**src/rtl/bba_pkg.sv**
```systemverilog
// ============================================================================
// Buddy allocator package
// Shared constants, types, datapath operations and controller states.
// ============================================================================
`default_nettype none

package bba_pkg;

    // Pool geometry.
    localparam int POOL_ORDER      = 16;
    localparam int MIN_BLOCK_ORDER = 4;
    localparam int LEVELS          = POOL_ORDER - MIN_BLOCK_ORDER;
    localparam int NORD            = LEVELS + 1;
    localparam int NODE_W          = LEVELS + 1;
    localparam int NODES           = 1 << NODE_W;
    localparam int SLOT_W          = LEVELS;
    localparam int SLOTS           = 1 << SLOT_W;
    localparam int ORD_W           = 5;

    // Field widths.
    localparam int REQ_W   = 20;
    localparam int OFF_W   = 16;
    localparam int USED_W  = 17;
    localparam int STAT_W  = 2;
    localparam int ENTRY_W = 6;

    typedef logic [NORD-1:0]   t_mask;
    typedef logic [NODE_W-1:0] t_node;
    typedef logic [ORD_W-1:0]  t_ord;

    typedef enum logic [STAT_W-1:0] {
        STAT_OK      = 2'd0,
        STAT_FAIL    = 2'd1,
        STAT_IGNORED = 2'd2
    } t_status;

    // Operations that the controller issues to the datapath, one per cycle.
    typedef enum logic [4:0] {
        OP_NOP,
        OP_CLEAR,
        OP_LOAD,
        OP_RD_ROOT,
        OP_PICK,
        OP_RD_LEFT,
        OP_DESCEND,
        OP_SPLIT,
        OP_MARK,
        OP_FAIL,
        OP_RD_SLOT,
        OP_IGNORE,
        OP_F_TAKE,
        OP_RD_SIB,
        OP_MERGE,
        OP_SET,
        OP_UP
    } t_op;

    // Datapath status seen by the controller.
    typedef struct packed {
        logic clr_last;
        logic is_free_op;
        logic too_big;
        logic bad_offset;
        logic pick_none;
        logic at_goal;
        logic at_target;
        logic at_root;
        logic ord_top;
        logic slot_empty;
        logic sib_free;
    } t_dp_stat;

    typedef enum logic [3:0] {
        ST_CLEAR,
        ST_IDLE,
        ST_DECODE,
        ST_A_PICK,
        ST_A_CHK,
        ST_A_DESC,
        ST_A_SPLIT,
        ST_F_SLOT,
        ST_F_CHK,
        ST_F_SIB,
        ST_UP_CHK,
        ST_UP,
        ST_DONE
    } t_state;

    // Mask with the bit for the given block order set.
    function automatic t_mask ord_bit(input t_ord ord);
        t_mask one;
        one = t_mask'(1);
        return one << (ord - t_ord'(MIN_BLOCK_ORDER));
    endfunction

endpackage

`default_nettype wire

```
**src/rtl/bba_ctrl.sv**
```systemverilog
// ============================================================================
// Buddy allocator controller
// Sequences the clearing sweep, the search, split, merge and mask update
// walks, and the result strobe.
// ============================================================================
`default_nettype none

module bba_ctrl (
    input  wire logic               i_clk,
    input  wire logic               i_rst_n,
    input  wire logic               start,
    input  wire bba_pkg::t_dp_stat  i_stat,
    output bba_pkg::t_op            o_op,
    output logic                    busy,
    output logic                    o_done
);
    import bba_pkg::*;

    t_state r_state;
    t_state n_state;

    // State register.
    always_ff @(posedge i_clk) begin
        if (!i_rst_n) begin
            r_state <= ST_CLEAR;
        end else begin
            r_state <= n_state;
        end
    end

    // Next state.
    always_comb begin
        n_state = r_state;
        unique case (r_state)
            ST_CLEAR:   if (i_stat.clr_last) n_state = ST_IDLE;
            ST_IDLE:    if (start) n_state = ST_DECODE;
            ST_DECODE: begin
                if (i_stat.is_free_op) begin
                    n_state = i_stat.bad_offset ? ST_DONE : ST_F_SLOT;
                end else begin
                    n_state = i_stat.too_big ? ST_DONE : ST_A_PICK;
                end
            end
            ST_A_PICK:  n_state = i_stat.pick_none ? ST_DONE : ST_A_CHK;
            ST_A_CHK: begin
                if (!i_stat.at_goal) begin
                    n_state = ST_A_DESC;
                end else if (i_stat.at_target) begin
                    n_state = ST_UP_CHK;
                end else begin
                    n_state = ST_A_SPLIT;
                end
            end
            ST_A_DESC:  n_state = ST_A_CHK;
            ST_A_SPLIT: if (i_stat.at_target) n_state = ST_UP_CHK;
            ST_F_SLOT:  n_state = i_stat.slot_empty ? ST_DONE : ST_F_CHK;
            ST_F_CHK:   n_state = i_stat.ord_top ? ST_UP_CHK : ST_F_SIB;
            ST_F_SIB:   n_state = i_stat.sib_free ? ST_F_CHK : ST_UP_CHK;
            ST_UP_CHK:  n_state = i_stat.at_root ? ST_DONE : ST_UP;
            ST_UP:      n_state = ST_UP_CHK;
            ST_DONE:    n_state = ST_IDLE;
            default:    n_state = ST_CLEAR;
        endcase
    end

    // Datapath operation for the current state.
    always_comb begin
        o_op = OP_NOP;
        unique case (r_state)
            ST_CLEAR:   o_op = OP_CLEAR;
            ST_IDLE:    if (start) o_op = OP_LOAD;
            ST_DECODE: begin
                if (i_stat.is_free_op) begin
                    o_op = i_stat.bad_offset ? OP_IGNORE : OP_RD_SLOT;
                end else begin
                    o_op = i_stat.too_big ? OP_FAIL : OP_RD_ROOT;
                end
            end
            ST_A_PICK:  o_op = i_stat.pick_none ? OP_FAIL : OP_PICK;
            ST_A_CHK: begin
                if (!i_stat.at_goal) begin
                    o_op = OP_RD_LEFT;
                end else begin
                    o_op = i_stat.at_target ? OP_MARK : OP_SPLIT;
                end
            end
            ST_A_DESC:  o_op = OP_DESCEND;
            ST_A_SPLIT: o_op = i_stat.at_target ? OP_MARK : OP_SPLIT;
            ST_F_SLOT:  o_op = i_stat.slot_empty ? OP_IGNORE : OP_F_TAKE;
            ST_F_CHK:   o_op = i_stat.ord_top ? OP_SET : OP_RD_SIB;
            ST_F_SIB:   o_op = i_stat.sib_free ? OP_MERGE : OP_SET;
            ST_UP_CHK:  o_op = i_stat.at_root ? OP_NOP : OP_RD_SIB;
            ST_UP:      o_op = OP_UP;
            default:    o_op = OP_NOP;
        endcase
    end

    assign busy   = (r_state != ST_IDLE);
    assign o_done = (r_state == ST_DONE);

endmodule

`default_nettype wire

```
**config.mk**
```make
export PLATFORM = sky130hd
export DESIGN_NAME = bba_ctrl
export DESIGN_NICKNAME = d
export VERILOG_FILES = /design/src/rtl/bba_pkg.sv /design/src/rtl/bba_ctrl.sv
export SDC_FILE = /design/constraint.sdc
export NUM_CORES = 1
export LEC_CHECK = 0
export BUFFER_PORTS_ARGS = -buffer_cell sky130_fd_sc_hd__buf_2
export CORE_MARGIN = 4
export CORE_UTILIZATION = 40
export CTS_BUF_LIST = sky130_fd_sc_hd__clkbuf_16
export DETAILED_ROUTE_END_ITERATION = 7
export PLACE_DENSITY = 0.65
export SYNTH_ARGS = -nofsm -noshare
export SYNTH_HDL_FRONTEND = slang
export SYNTH_SLANG_ARGS = --single-unit
```
**constraint.sdc**
```tcl
create_clock -name i_clk -period 1.7 [get_ports i_clk]
set_clock_uncertainty 0.1 [all_clocks]
set_input_delay 0.085 -clock i_clk [delete_from_list [all_inputs] [get_ports i_clk]]
set_output_delay 0.085 -clock i_clk [all_outputs]
set_load 0.01 [all_outputs]
```
; Word level (Yosys, flattened, before mapping)
; Cells that the tools add are included.
[op_classes]
reduce_logical = 2
mux = 26
eq_ne = 16
[op_table]
columns = op, n
row1 = $mux 4, 15
row2 = $pmux 5 s12, 1
row3 = $pmux 4 s13, 1
row4 = $eq 4x4->1 const B, 5
row5 = $eq 4x3->1 const B, 4
row6 = $mux 3, 3
row7 = $eq 4x2->1 const B, 2
row8 = $mux 2, 4
row9 = $ne 2x2->1 const B, 3
row10 = $eq 4x1->1 const B, 1
row11 = $logic_not 4->1, 1
row12 = $ne 4x1->1 const B, 1
row13 = $reduce_and 3->1, 1
row14 = $mux 1, 2
[word_totals]
input_bits = 14
word_cells = 45
regBits = 4

; Depth between registers and ports, before layout
[depth]
word_depth = 3
depth_mapped = 6
ltp_nobuf = 4

; Least setup slack after synthesis
; OpenSTA, ideal clock, no wires.
[synth_timing]
path_type = reg2out
start = reg r_state[1]
end = out o_op[3]
path_stages_with_launch = 5
arrival_time_ps = 1180
slack_ps = 335
path_cell_list = dfxtp_1 or3b_1 o22ai_1 a31oi_1 o21ai_1
[synth_via]
elab_chain_cells = 2
word_cells_on_any_way = 13
cone_classes = eq/ne: 11 / mux: 1 / reduce/logical: 1
[synth_lines]
columns = element, line_no
row1 = start: declaration, bba_ctrl.sv:19  ; t_state r_state;
row2 = start signal: assignment, bba_ctrl.sv:27  ; r_state <= n_state;
row3 = $eq 4x4->1 (tied with other cells), bba_ctrl.sv:69  ; unique case (r_state)
row4 = $pmux 5 s12 (*), bba_ctrl.sv:69
row5 = end: declaration, bba_ctrl.sv:13  ; output bba_pkg::t_op o_op,
; Every way passes the cells marked *; elsewhere a longest branch is shown, timed or not.

; Worst setup path in the final report
[layout_timing]
start = reg r_state[0]
end = out o_op[3]
; Same word-level chain as after synthesis.

==> results.md <==
- Critical path data required time: around 1.5 ns
- IO Count: 21
- Status: complete, no violations
- CP delay by family, top: buffers and inverters
- Largest net degree at the start of global routing: 16
- Max stage delay on crit path: approximately 0.35 ns
- Max H-tree Level: 1
- Final worst slack: between 0.006 and 0.007 ns
- Post-layout net count: about 150
- DRT Pass-1 Iters: 4
- Clock Power Share: 25.3%
- Crit Reg-Reg Endpoint: r_state[3]
- Vias post-DR: between 800 and 900
- Adder-Cell Fraction of Synth Area: 0%
- Drt drc: 0
- Multi-input gate area: 539 µm²
- GRT overflow: 0
- Setup TNS: 0 ns
- Pins over their slew limit: 0
- Initial antenna violation count: 0
- Cells along the critical path: buf_4 -> buf_4 -> nor3_1 -> a21oi_1 -> o21ai_1 -> buf_2
- DP Area: between 800 and 900 µm²
- Port buffer count: 20
- Die area: around 2400 µm²
- Internal power: ~0.9 mW
- Register clock-pin slew on the reported worst setup and hold paths: 0.03 ns
- Type of the worst min-delay path: input pin to flip-flop
- FF+latch area: 92.6 µm²
- Root buf cell: clkbuf_16
- Switch Pwr: 0.560 mW
- Register-to-register setup slack: 0.11 ns
- CP bufs+invs: 3
- Initial Utilization: between 40% and 50%
- Mux contribution to synthesized area: 4.71%
- Worst setup startpoint: r_state[0]
- Gpl congestion: slightly below 0.9
- Compound-Gate Fraction of Synth Area: roughly 40%
- Post-synth top area share: about an eighth
- Chip Width: approximately 50 µm
- Post-synthesis sequential area ratio: around an eighth
- Slew at the pin with the worst max-slew slack: about 0.40 ns
- Max reg flops: 4
- Pre-CTS setup slack: about 0.075 ns
- Wire per inst: 14.9 µm
- Vias in the first global route: ~800
- Crit path top cell by count: buf_4
- Area leader, netlist: dfxtp_1
- Relative slew margins: 72.7%
- Most common cell after layout, fill and taps aside: buf_2
- Post-Syn Area: roughly 660 µm²
- EDFF count, synth: 0
- Worst vdd ir: between 1 and 1.5 mV
- Post-synth top flop: dfxtp_1
- Ys Warns: 0
- Area contributors post-synth: dfxtp_1 12%, a21oi_1 5.3%, buf_2 4.5%, nand2b_1 3.8%, o21ai_0 3.8%
- Crit end category: output pin
- Final Hold Vio Count: 0
- Worst EP arrival: 1.51 ns
- Hold depth: 2
- FFs w/ async S/R, synth: 0%
- Synthesized instance count: 98
- Die Ht: 48.8 µm
- Most frequent cells in the layout: 20 x buf_2, 13 x buf_4, 7 x a21oi_1
- CTS Buffer Depth: 2
- Crit path to: o_op[3]
- Ratio of cells with drive above 1 in the final layout: 38.0%
- Synth Area in Simple Gates: 33.0%
- Post-synth cell types: 43
- Global-route usage over all layers: between 15 and 20%
- WS Path Type: flip-flop to output pin
- Final Cycle Share: about 100%
- Core Box Area: approximately 1500 µm²
- Reg power frac: 13.3%
- Design area: around 980 µm²
- CP max stage cell: dfxtp_4
- Initial DRC count: 12
- CP max FO: 7
- Max Cap Viol: 0
- # diodes: 0
- Clk Latency, worst-skew pair: roughly 0.22 ns
- Hold slack: about 0.0066 ns
- Syn nets: roughly 110
- Largest registers: r_state: 4 flops
- CTS buffer count: 3
- XOR/XNOR Fraction of Synth Area: 0%
- Routed WL: around 2200 µm
- Filler instances: roughly 140
- Period minus WS final: 1.69 ns
- Core Rows: 14
- Top reg by flops: r_state
- Largest family of logic cells by synthesized area: compound AO/OA/AOI/OAI gates
- Clk sinks: 4
- RSZ-0062 raised after global routing: true
- Leak: approximately 0.42 nW
- Area growth, synth to finish: 47.1%
- Final setup fails: 0
- CTS tree: built
- Seq cells post-synth: 4
- Instance count on the critical path: 6
- Worst setup SP type: flip-flop
- Overall power: roughly 1.4 mW
- Post-DP HPWL: between 1500 and 2000 µm
- Routed vias/inst: approximately 6.0
- Switch share: between 30% and 40%
- First-pass GRT wire length: roughly 3300 µm
- FMAX: around 590 MHz
- Reg2Reg Depth: 6
- Worst r2r src: r_state[0]
- Avg Inst Size Synth: 6.78 µm²
- PwrDens: roughly 1500 nW/µm²
- Final ANT Viol Nets: 0
- Comb pwr share: between 60% and 70%
-- per-layer routing --
layer / global-route usage (%) / share of wire [%] / routed length (µm)
met1: 20.8 / 45 / 982
met2: 26.3 / 49 / 1050
met3: 4.91 / 5.0 / 109
met4: 4.93 / 0.69 / 15
met5: 0 / 0 / 0
-- how the worst min path moves through the flow --
stage               startpoint    endpoint
CTS                    i_rst_n  r_state[2]
detailed placement     i_rst_n  r_state[2]
floorplan              i_rst_n  r_state[2]
finish                 i_rst_n  r_state[2]
global route           i_rst_n  r_state[2]
global placement         start  r_state[0]
-- worst register-to-register path, cell delays in order (launching register included) --
cell and delay [ns]:
dfxtp_4 0.35, clkbuf_2 0.15, buf_4 0.15, mux2i_1 0.11
and3_4 0.18, a311o_1 0.30, nor3b_2 0.17
-- Yosys cell counts, drive strengths merged, types with 2 or more instances --
cell	n
inv	6
nor2	5
mux2i	2
nor3	4
nor2b	2
buf	7
dfxtp	4
nor3b	2
and3	2
a21o	2
a32oi	2
nand3	3
nand3b	3
a211oi	3
a31oi	2
nand2	6
o21ai	10
o22ai	3
a21oi	7
nand2b	4
-- power by group through the flow --
stage / sequential [mW] / combinational, mW / clock (mW)
2_1_floorplan: 0.142 / 0.554 / 0
3_3_place_gp: 0.185 / 0.780 / 0
3_5_place_dp: 0.187 / 0.783 / 0
4_1_cts: 0.194 / 0.795 / 0.369
5_1_grt: 0.201 / 0.961 / 0.381
6_report: 0.193 / 0.889 / 0.366
-- cell type report --
| cell class | count | share of cell area [%] |
|---|---|---|
| Clock buffer | 3 | 7.68 |
| Sequential cell | 4 | 9.48 |
| Timing Repair Buffer | 36 | 23.3 |
| Tap cell | 16 | 2.05 |
| Inverter | 6 | 2.30 |
| Multi-Input combinational cell | 80 | 55.2 |
-- stage by stage --
step,std cells,util (%)
after CTS,142,60.3
after global routing,145,63.4
after floorplan,98,-
after global placement,138,53.8
after detailed placement,138,53.8
final,145,63.4
-- cells by family (layout without fill, tap and decap cells) --
family	count (synthesis)	in the layout
mux	3	3
flops	4	4
compound gates	40	40
buf+inv	14	45
simple gates	37	37
-- repair_timing --
item                                   CTS  global route
setup buffers                            0             3
hold buffers                             1             0
setup endpoints to repair                4             4
endpoints found under the hold margin    1             0
pin swaps                                0             1
resized for setup                        6             8
(Power assumes the default switching activity.)
